==> config.mk <==
export PLATFORM = sky130hd
export DESIGN_NAME = positional_list_engine
export DESIGN_NICKNAME = d
export VERILOG_FILES = /design/src/sv/plm_pkg.sv /design/src/sv/positional_list_engine.sv /design/src/sv/plm_ram.sv
export SDC_FILE = /design/constraint.sdc
export NUM_CORES = 2
export LEC_CHECK = 0
export BUFFER_PORTS_ARGS = -buffer_cell sky130_fd_sc_hd__buf_2
export CAP_MARGIN = 10
export CORE_ASPECT_RATIO = 1.2
export CORE_MARGIN = 8
export CORE_UTILIZATION = 55
export DETAILED_ROUTE_END_ITERATION = 16
export PLACE_DENSITY = 0.75
export SLEW_MARGIN = 20
export SYNTH_ARGS = -nofsm -noshare
export SYNTH_HDL_FRONTEND = slang
export SYNTH_SLANG_ARGS = --single-unit
==> constraint.sdc <==
create_clock -name i_clk -period 8.1 [get_ports i_clk]
set_input_delay 1.62 -clock i_clk [delete_from_list [all_inputs] [get_ports i_clk]]
set_output_delay 1.62 -clock i_clk [all_outputs]
set_load 0.02 [all_outputs]
==> src/sv/plm_pkg.sv <==
// ----------------------------------------------------------------------------
// plm_pkg: shared definitions for the positional list engine
// Operation codes, status codes, sequencer states and default sizes.
// ----------------------------------------------------------------------------
package plm_pkg;

    localparam int CAPACITY_DEF = 64;
    localparam int DATA_W       = 32;
    localparam int OP_W         = 3;
    localparam int POS_W        = 7;
    localparam int STAT_W       = 2;

    localparam logic [OP_W-1:0] OP_INS_FIRST = 3'd0;
    localparam logic [OP_W-1:0] OP_INS_LAST  = 3'd1;
    localparam logic [OP_W-1:0] OP_INS_AT    = 3'd2;
    localparam logic [OP_W-1:0] OP_DEL_FIRST = 3'd3;
    localparam logic [OP_W-1:0] OP_DEL_LAST  = 3'd4;
    localparam logic [OP_W-1:0] OP_DEL_AT    = 3'd5;
    localparam logic [OP_W-1:0] OP_READ_AT   = 3'd6;

    localparam logic [STAT_W-1:0] ST_OK     = 2'd0;
    localparam logic [STAT_W-1:0] ST_BADPOS = 2'd1;
    localparam logic [STAT_W-1:0] ST_EMPTY  = 2'd2;
    localparam logic [STAT_W-1:0] ST_FULL   = 2'd3;

    typedef enum logic [2:0] {
        S_IDLE,
        S_SHIFT,
        S_PUT,
        S_RDWAIT,
        S_DONE
    } t_state;

endpackage

==> src/sv/positional_list_engine.sv <==
// ----------------------------------------------------------------------------
// positional_list_engine: ordered list of signed 32-bit values
// Insert, delete and read by position over a packed entry RAM.
// ----------------------------------------------------------------------------
// The list is held packed in one RAM of CAPACITY entries; position 1 is entry
// 0. A request is taken only while the sequencer is idle. A refused or flagged
// request passes through S_DONE into the output register, a read through
// S_RDWAIT and S_DONE; the next request can be taken in the same cycle as the result appears.
// An insert or a delete moves the entries behind the target position one
// place, one RAM read and one RAM write per cycle; it moves count - position
// + 1 entries for an insert and count - position for a delete. An insert
// passes through S_SHIFT, S_PUT and S_DONE, a delete through S_SHIFT and
// S_DONE; the longest is an insert at the front of a list one short of full.
// The result is held in an output register, and a finished result waits there
// while the next request is taken; a result that finds the register still
// occupied holds the sequencer until it frees.
module positional_list_engine
    import plm_pkg::*;
#(
    parameter int CAPACITY = CAPACITY_DEF
) (
    input  logic                              i_clk,
    input  logic                              i_rst_n,
    input  logic                              i_valid,
    output logic                              o_ready,
    input  logic [OP_W-1:0]                   i_operation,
    input  logic signed [DATA_W-1:0]          i_value,
    input  logic [POS_W-1:0]                  i_position,
    output logic                              o_valid,
    input  logic                              i_ready,
    output logic [STAT_W-1:0]                 o_status,
    output logic [$clog2(CAPACITY+1)-1:0]     o_count,
    output logic signed [DATA_W-1:0]          o_read_value
);

    localparam int AW    = $clog2(CAPACITY);
    localparam int CNT_W = $clog2(CAPACITY + 1);
    localparam int CMP_W = ((CNT_W > POS_W) ? CNT_W : POS_W) + 1;

    t_state             r_state, n_state;
    logic [CNT_W-1:0]   r_count, n_count;
    logic [CNT_W-1:0]   r_idx, n_idx;
    logic [CNT_W-1:0]   r_left, n_left;
    logic [AW-1:0]      r_rptr, n_rptr;
    logic [AW-1:0]      r_paddr, n_paddr;
    logic               r_pend, n_pend;
    logic               r_up, n_up;
    logic               r_ins, n_ins;
    logic [DATA_W-1:0]  r_val, n_val;
    logic [STAT_W-1:0]  r_st, n_st;
    logic [DATA_W-1:0]  r_rdval, n_rdval;
    logic               r_ovalid, n_ovalid;
    logic [STAT_W-1:0]  r_ostat, n_ostat;
    logic [CNT_W-1:0]   r_ocount, n_ocount;
    logic [DATA_W-1:0]  r_odata, n_odata;

    logic               mem_we;
    logic [AW-1:0]      mem_waddr;
    logic [DATA_W-1:0]  mem_wdata;
    logic [AW-1:0]      mem_raddr;
    logic [DATA_W-1:0]  mem_rdata;

    // request decode
    logic [CMP_W-1:0]   pos_x;
    logic [CMP_W-1:0]   cnt_x;
    logic               full;
    logic               empty;
    logic               is_ins, is_del, is_rd;
    logic [STAT_W-1:0]  dec_st;
    logic [CNT_W-1:0]   dec_idx;
    logic               in_acc;

    plm_ram #(
        .WIDTH(DATA_W),
        .DEPTH(CAPACITY)
    ) u_ram (
        .i_clk  (i_clk),
        .i_we   (mem_we),
        .i_waddr(mem_waddr),
        .i_wdata(mem_wdata),
        .i_raddr(mem_raddr),
        .o_rdata(mem_rdata)
    );

    assign o_ready = (r_state == S_IDLE);
    assign in_acc  = i_valid && o_ready;

    always_comb begin
        pos_x   = CMP_W'(i_position);
        cnt_x   = CMP_W'(r_count);
        full    = (r_count == CNT_W'(CAPACITY));
        empty   = (r_count == '0);
        is_ins  = 1'b0;
        is_del  = 1'b0;
        is_rd   = 1'b0;
        dec_st  = ST_OK;
        dec_idx = CNT_W'(pos_x - CMP_W'(1));
        case (i_operation)
            OP_INS_FIRST: begin
                is_ins  = 1'b1;
                dec_idx = '0;
                if (full) dec_st = ST_FULL;
            end
            OP_INS_LAST: begin
                is_ins  = 1'b1;
                dec_idx = r_count;
                if (full) dec_st = ST_FULL;
            end
            OP_INS_AT: begin
                is_ins = 1'b1;
                if (pos_x == '0 || pos_x > cnt_x + CMP_W'(1)) begin
                    dec_st = ST_BADPOS;
                end else if (full) begin
                    dec_st = ST_FULL;
                end
            end
            OP_DEL_FIRST: begin
                is_del  = 1'b1;
                dec_idx = '0;
                if (empty) dec_st = ST_EMPTY;
            end
            OP_DEL_LAST: begin
                is_del  = 1'b1;
                dec_idx = r_count - CNT_W'(1);
                if (empty) dec_st = ST_EMPTY;
            end
            OP_DEL_AT: begin
                is_del = 1'b1;
                if (pos_x == '0 || pos_x > cnt_x) dec_st = ST_BADPOS;
            end
            OP_READ_AT: begin
                is_rd = 1'b1;
                if (pos_x == '0 || pos_x > cnt_x) dec_st = ST_BADPOS;
            end
            default: begin
                dec_st = ST_BADPOS;
            end
        endcase
    end

    always_comb begin
        n_state   = r_state;
        n_count   = r_count;
        n_idx     = r_idx;
        n_left    = r_left;
        n_rptr    = r_rptr;
        n_paddr   = r_paddr;
        n_pend    = r_pend;
        n_up      = r_up;
        n_ins     = r_ins;
        n_val     = r_val;
        n_st      = r_st;
        n_rdval   = r_rdval;
        n_ovalid  = r_ovalid && !i_ready;
        n_ostat   = r_ostat;
        n_ocount  = r_ocount;
        n_odata   = r_odata;
        mem_we    = 1'b0;
        mem_waddr = '0;
        mem_wdata = '0;
        mem_raddr = r_rptr;

        case (r_state)
            S_IDLE: begin
                if (in_acc) begin
                    n_st    = dec_st;
                    n_rdval = '0;
                    n_idx   = dec_idx;
                    n_val   = i_value;
                    n_state = S_DONE;
                    if (dec_st == ST_OK) begin
                        if (is_ins) begin
                            n_count = r_count + CNT_W'(1);
                            n_left  = r_count - dec_idx;
                            n_rptr  = AW'(r_count - CNT_W'(1));
                            n_up    = 1'b1;
                            n_ins   = 1'b1;
                            n_state = S_SHIFT;
                        end else if (is_del) begin
                            n_count = r_count - CNT_W'(1);
                            n_left  = r_count - CNT_W'(1) - dec_idx;
                            n_rptr  = AW'(dec_idx + CNT_W'(1));
                            n_up    = 1'b0;
                            n_ins   = 1'b0;
                            n_state = S_SHIFT;
                        end else if (is_rd) begin
                            mem_raddr = AW'(dec_idx);
                            n_state   = S_RDWAIT;
                        end
                    end
                end
            end
            S_SHIFT: begin
                // write back the entry read last cycle one place over
                if (r_pend) begin
                    mem_we    = 1'b1;
                    mem_waddr = r_up ? r_paddr + AW'(1) : r_paddr - AW'(1);
                    mem_wdata = mem_rdata;
                end
                if (r_left != '0) begin
                    mem_raddr = r_rptr;
                    n_paddr   = r_rptr;
                    n_rptr    = r_up ? r_rptr - AW'(1) : r_rptr + AW'(1);
                    n_left    = r_left - CNT_W'(1);
                    n_pend    = 1'b1;
                end else begin
                    n_pend = 1'b0;
                    if (!r_pend) n_state = r_ins ? S_PUT : S_DONE;
                end
            end
            S_PUT: begin
                mem_we    = 1'b1;
                mem_waddr = AW'(r_idx);
                mem_wdata = r_val;
                n_state   = S_DONE;
            end
            S_RDWAIT: begin
                n_rdval = mem_rdata;
                n_state = S_DONE;
            end
            S_DONE: begin
                // hold the result until the output register is free
                if (!r_ovalid || i_ready) begin
                    n_ovalid = 1'b1;
                    n_ostat  = r_st;
                    n_ocount = r_count;
                    n_odata  = r_rdval;
                    n_state  = S_IDLE;
                end
            end
            default: begin
                n_state = S_IDLE;
            end
        endcase
    end

    always_ff @(posedge i_clk) begin
        if (!i_rst_n) begin
            r_state  <= S_IDLE;
            r_count  <= '0;
            r_left   <= '0;
            r_pend   <= 1'b0;
            r_ovalid <= 1'b0;
        end else begin
            r_state  <= n_state;
            r_count  <= n_count;
            r_left   <= n_left;
            r_pend   <= n_pend;
            r_ovalid <= n_ovalid;
        end
    end

    always_ff @(posedge i_clk) begin
        r_idx    <= n_idx;
        r_rptr   <= n_rptr;
        r_paddr  <= n_paddr;
        r_up     <= n_up;
        r_ins    <= n_ins;
        r_val    <= n_val;
        r_st     <= n_st;
        r_rdval  <= n_rdval;
        r_ostat  <= n_ostat;
        r_ocount <= n_ocount;
        r_odata  <= n_odata;
    end

    assign o_valid      = r_ovalid;
    assign o_status     = r_ostat;
    assign o_count      = r_ocount;
    assign o_read_value = r_odata;

`ifndef SYNTH
    a_count_bound: assert property (@(posedge i_clk) disable iff (!i_rst_n)
        r_count <= CNT_W'(CAPACITY))
        else $error("entry count above capacity");

    a_count_on_accept: assert property (@(posedge i_clk) disable iff (!i_rst_n)
        !in_acc |=> r_count == $past(r_count))
        else $error("entry count changed without a request");

    a_idle_no_pending: assert property (@(posedge i_clk) disable iff (!i_rst_n)
        r_state == S_IDLE |-> !r_pend && r_left == '0)
        else $error("idle with a shift read outstanding");

    a_shift_exit_clean: assert property (@(posedge i_clk) disable iff (!i_rst_n)
        r_state == S_SHIFT && n_state != S_SHIFT |-> !r_pend && r_left == '0)
        else $error("shift left with entries still to move");
`endif

endmodule

==> src/sv/plm_ram.sv <==
// ----------------------------------------------------------------------------
// plm_ram: generic simple dual-port RAM
// One write port and one read port, read data registered.
// ----------------------------------------------------------------------------
module plm_ram #(
    parameter int WIDTH = 32,
    parameter int DEPTH = 64
) (
    input  logic                     i_clk,
    input  logic                     i_we,
    input  logic [$clog2(DEPTH)-1:0] i_waddr,
    input  logic [WIDTH-1:0]         i_wdata,
    input  logic [$clog2(DEPTH)-1:0] i_raddr,
    output logic [WIDTH-1:0]         o_rdata
);

    logic [WIDTH-1:0] r_mem [DEPTH];
    logic [WIDTH-1:0] r_rdata;

    always_ff @(posedge i_clk) begin
        if (i_we) begin
            r_mem[i_waddr] <= i_wdata;
        end
        r_rdata <= r_mem[i_raddr];
    end

    assign o_rdata = r_rdata;

endmodule
After elaboration in Yosys (flattened, before gate mapping)
Memory sizes are Yosys's and may differ from the RTL's. A register that Yosys moved wholly into a read port is not among the register bits.
Cells that the tools add are included.
Word-level totals
  memory bits (read-only): 0
  output and inout port bits: 43
  memories kept: 1
  input bits: 46
  bits in latches: 0
  bits in writable memories: 2048
  register bits after elaboration: 145
  logic and storage cells: 133
Cells by class
  multiplexer cells: 55
  multipliers: 0
  magnitude comparators: 2
  bitwise gates (word level): 0
  add/sub/neg operators: 12
  reductions and logical operators: 30
  shifts and indexed selects: 0
  divide/modulo/power cells: 0
  eq/ne operators: 18
Memory list
  u_ram.r_mem: words 64, width 32, read ports 1, clocked after memory_dff 1, write ports 1, line plm_ram.sv:17  | logic [WIDTH-1:0] r_mem [DEPTH];
Operator list (count)
  $pmux 32 s2: 2
  $mux 6: 14
  $mux 32: 2
  $mux 7: 7
  $mux 3: 9
  $pmux 6 s2: 2
  $pmux 7 s3: 1
  $sub 7x1->7 const B: 3
  $add 6x1->6 const B: 3
  $logic_not 7->1: 2
  $pmux 7 s2: 1
  $sub 7x7->7: 2
  $eq 3x2->1 const B: 4
  $eq 3x3->1 const B: 4
  $pmux 3 s4: 1
  $sub 6x1->6 const B: 2
  $mux 1: 11
  $reduce_or 2->1: 5
  $add 7x1->8 const B: 1
  $gt 7x8->1: 1
  $ne 2x2->1 const B: 4
  $pmux 2 s4: 1
  $reduce_and 2->1: 4
  $reduce_and 4->1: 2
  17 further kinds: 29

Depth between registers and ports, before layout
  depth in word-level cells: 9
  gate-level depth with buffers: 18
  mapped depth without buffers: 15

Cells and area by module
A second synthesis with hierarchy kept.
Unflattened totals
  cells, all modules: 4194
  area total of the unflattened synthesis: 86330.3 sq um
Modules (own cells, without submodules)
  plm_ram: area an instance 78889.4 sq um, instances 1, seq. area each 62139.6 sq um, cells an instance 3572
  positional_list_engine: area an instance 7440.9 sq um, instances 1, seq. area each 4164.0 sq um, cells an instance 622

Worst setup path before layout
No wires, ideal clock.
  kind: input-to-reg
  start: input port i_position[2]
  end: register u_ram.r_rdata[11], in the netlist u_ram.o_rdata[11] (read register of u_ram.r_mem)
  stages on the path: 15
  slack: 3407 ps
  path buffers: 4
  required time: 7973 ps
  arrival time: 4566 ps
  cells stage by stage: ha_1 a21oi_1 a21oi_1 o41ai_2 buf_2 nand3_2 nand2_4 buf_6 buf_6 buf_2 mux2i_1 o221ai_1 a31oi_1 o32ai_1 or3_1
On the way
  word-level cells in the longest chain between the ends: 8
  elaborated cells on any way between the ends: 17
  those cells by class: 1 x add/sub; 2 x order compare; 10 x mux; 4 x reduce/logical
Ends and longest elaborated chain
  start: declaration: line positional_list_engine.sv:28  | input logic [POS_W-1:0] i_position,
  $sub 7x1->7, or another cell as far along: line positional_list_engine.sv:97  | dec_idx = CNT_W'(pos_x - CMP_W'(1));
  $pmux 7 s3, or another cell as far along: line positional_list_engine.sv:98  | case (i_operation)
  $mux 6, or another cell as far along: line positional_list_engine.sv:186  | end else if (is_rd) begin
  $mux 6 or $pmux 2 s4 (tied branches): line positional_list_engine.sv:179, positional_list_engine.sv:98
  $mux 6 or $logic_not 2->1 (tied branches): line positional_list_engine.sv:172, positional_list_engine.sv:171
  $mux 6 (*): line positional_list_engine.sv:171  | if (dec_st == ST_OK) begin
  $mux 6 (*): line positional_list_engine.sv:165  | if (in_acc) begin
  $mux 6 (*)
  end: declaration: line plm_ram.sv:18  | logic [WIDTH-1:0] r_rdata;
Every way passes the cells marked *; elsewhere a longest branch is shown, timed or not.
A chain may end at the register's enable or synchronous reset.

Final worst setup path
  start: input port i_position[0]
  end: register u_ram.r_rdata[5], in the netlist u_ram.o_rdata[5] (read register of u_ram.r_mem)
Same word-level chain as after synthesis.

==> metrics.txt <==
vias=59229; die area=176000 µm²; fmax=167 MHz; Final Routed Wirelength=279000 µm; Synth-to-Final Area Change=12.1%; H-tree levels=4; starting DRC count in detailed routing=8926; first-pass GRT wire length=393000 µm; antenna violations before repair=25; NetSw=13.6 mW; cell accounting for the most synthesized area=edfxtp_1; Cells after DPL=8378; Core Util, Final=61.9%; Synth Cell Area=89500 µm²; most common cell after layout, fill and taps aside=edfxtp_1; Fin Setup TNS=0 ps; Post-CTS Hold Buffers=0; hpwl dp=160000 µm; pwr dens=358 nW/µm²; EDFF count, synth=2174; area of the multi-input gates=22000 µm²; # resized after CTS=0; Max Slew Vio Count=0; Power Total=35.9 mW; Int Power=22.3 mW; slew margin rel.=11.3%; most frequent cells in the layout=edfxtp_1 (2174), nand2_1 (1337), nand3_1 (387); Peak VDD IR=0.260 mV; asr flop ratio synth=0%; post-synth net total=6438; Setup-failing EPs final=0; critical path arrival=6710 ps; Root Buffer=clkbuf_16; switching fraction of total power=37.9%; GRT Total Usage=30.9%; vias in the first global route=56793; routed wire length per instance=31.7 µm; RSZ-0062 raised after global routing=false; unique cell type count in the Yosys netlist=87; fin cells=8803; number of buffers created by CTS=201; sequential power share=38.2%; Post-route DRC=0; final period utilization=73.8%; initial core utilization=55.3%; Least-Margin Pin Slew=1330 ps; TritonCTS Sinks=2225; combinational power share=35.3%; ys flop type=edfxtp_1; max-cap violations=0; crit-path max FO=20; top cells by area, synth=edfxtp_1 (73%), nand2_1 (5.6%), mux2i_1 (3.2%); hold crit path type=flip-flop to flip-flop; Yosys Warn Count=0; post-layout min period=5980 ps; nets@finish=6536; Post-Synthesis Cells=6353; run status=finished, final reports clean; PnR worst setup slack=2120 ps; Detail Route Antenna Nets=0; largest net degree at the start of global routing=129; register bit total from synthesis=2225; TritonCTS clock tree=yes; crit start category=input port; Pre-antenna DRT Iters=7; share of the yosys chip area belonging to registers=74.1%; pre-CTS WS=1440 ps; Worst setup EP type=flip-flop; core area=162000 µm²; Crit Path Class=input port to flip-flop; Fin. Hold Viols=0; Yosys top cell area share=72.9%; layout cells sized above 1=11.8%; Worst-path clk slew=60 ps; GPL Wtd Cong=0.942; Avg Inst Size Synth=14.1 µm²; chip width=384 µm; postcts setup bufs=0; Lkg Pwr=33.6 nW; Die Y-Extent=458 µm; CP required=8840 ps; FF+latch area=66300 µm²; GR Overflow Total=0; DR vias/cell=6.73; worst-skew pair later-pin latency=870 ps; Worst Skew=42.8 ps; Cell Rows=162; Buffers on Ports=88; clock share of power=26.5%; I/O Pins=89; fillcell total=11306; Longest Clk Path Bufs=3
state kept, by name, indices dropped and copies added, names as in the netlist, 7 cells and up:
signal and flops:
o_count 7, r_count 7, u_ram.r_mem 2048, o_read_value 32
u_ram.o_rdata 32, r_left 7, r_val 32, r_rdval 32
power groups by stage:
stage                     logic (mW)  registers [mW]  clock network [mW]
final                           12.7            13.7                9.51
after global routing            13.1            13.7                9.95
after CTS                       12.3            13.7                9.53
after global placement          11.9            13.9                   0
after detailed placement        12.1            13.9                   0
after floorplan                 7.43            13.6                   0
per-layer routing:
layer  up-vias  share of wire, %  track usage, %
li1      24488                 -               -
met5         -            0.0082               0
met3      1083                14            8.22
met2      4766                45            47.4
met4         4               8.9            23.6
met1     28888                33            37.3
metrics by stage:
step / instance area [µm²] / hold WS, ps
after floorplan: 89500 / 400
after global placement: 93400 / 402
after detailed placement: 93500 / 405
after CTS: 100000 / 417
after global routing: 100000 / 424
final: 100000 / 414
worst max-delay path, cell delays in order:
cell	delay, ps
buf_2	120
inv_1	100
ha_1	180
nor3b_1	590
nand3_1	270
and3_1	370
nand2_2	330
nor3_1	120
a31oi_4	740
buf_4	560
a21oi_1	100
nor4_1	1010
o22ai_1	190
or3_1	340
synthesized netlist by cell type (38+ instances only):
master	n
a22o_1	39
and3_1	142
and2_1	41
o22ai_1	86
dfxtp_1	51
mux2i_1	287
edfxtp_1	2174
a211oi_1	118
buf_2	188
clkbuf_1	167
o221ai_1	40
nor2_1	125
inv_1	39
a221oi_1	47
a32oi_1	38
a21oi_1	242
nand3_1	387
o21ai_0	97
nand2_1	1340
a31oi_1	173
nor4_1	42
logic make-up (layout without fill, tap and decap cells):
group / after synthesis / count (layout) / share of synthesized area [%]
fa+ha+maj: 39 / 39 / 0.570
flops: 2225 / 2225 / 74.1
buf+inv: 451 / 723 / 2.31
xor+xnor: 40 / 40 / 0.391
mux: 299 / 299 / 3.36
compound gates: 1090 / 1090 / 8.37
simple gates: 2209 / 2209 / 10.9
other cells: 0 / 46 / 0
layout make-up:
cell class              instances  area share [%]
clock buffers                 269            5.47
inverters                      42           0.157
repair buffers                304            2.50
clock inverters               108            1.05
multi-input cells            3677            22.0
diodes                         46           0.115
flip-flops and latches       2225            66.1
well taps                    2132            2.66
final timing paths:
| kind | from | endpoint | slack, ps | cells after the start |
|---|---|---|---|---|
| min reg2reg | r_st[1]$_DFFE_PP_ | o_status[1]$_DFFE_PP_ | 410 | 0 |
| min | r_st[1]$_DFFE_PP_ | o_status[1]$_DFFE_PP_ | 410 | 0 |
| max | i_position[0] | u_ram.o_rdata[5]$_DFF_P_ | 2120 | 14 |
| max reg2reg | r_count[2]$_SDFFE_PN0P_ | u_ram.o_rdata[5]$_DFF_P_ | 2310 | 13 |
No activity file was read; power rests on OpenSTA's default activity.
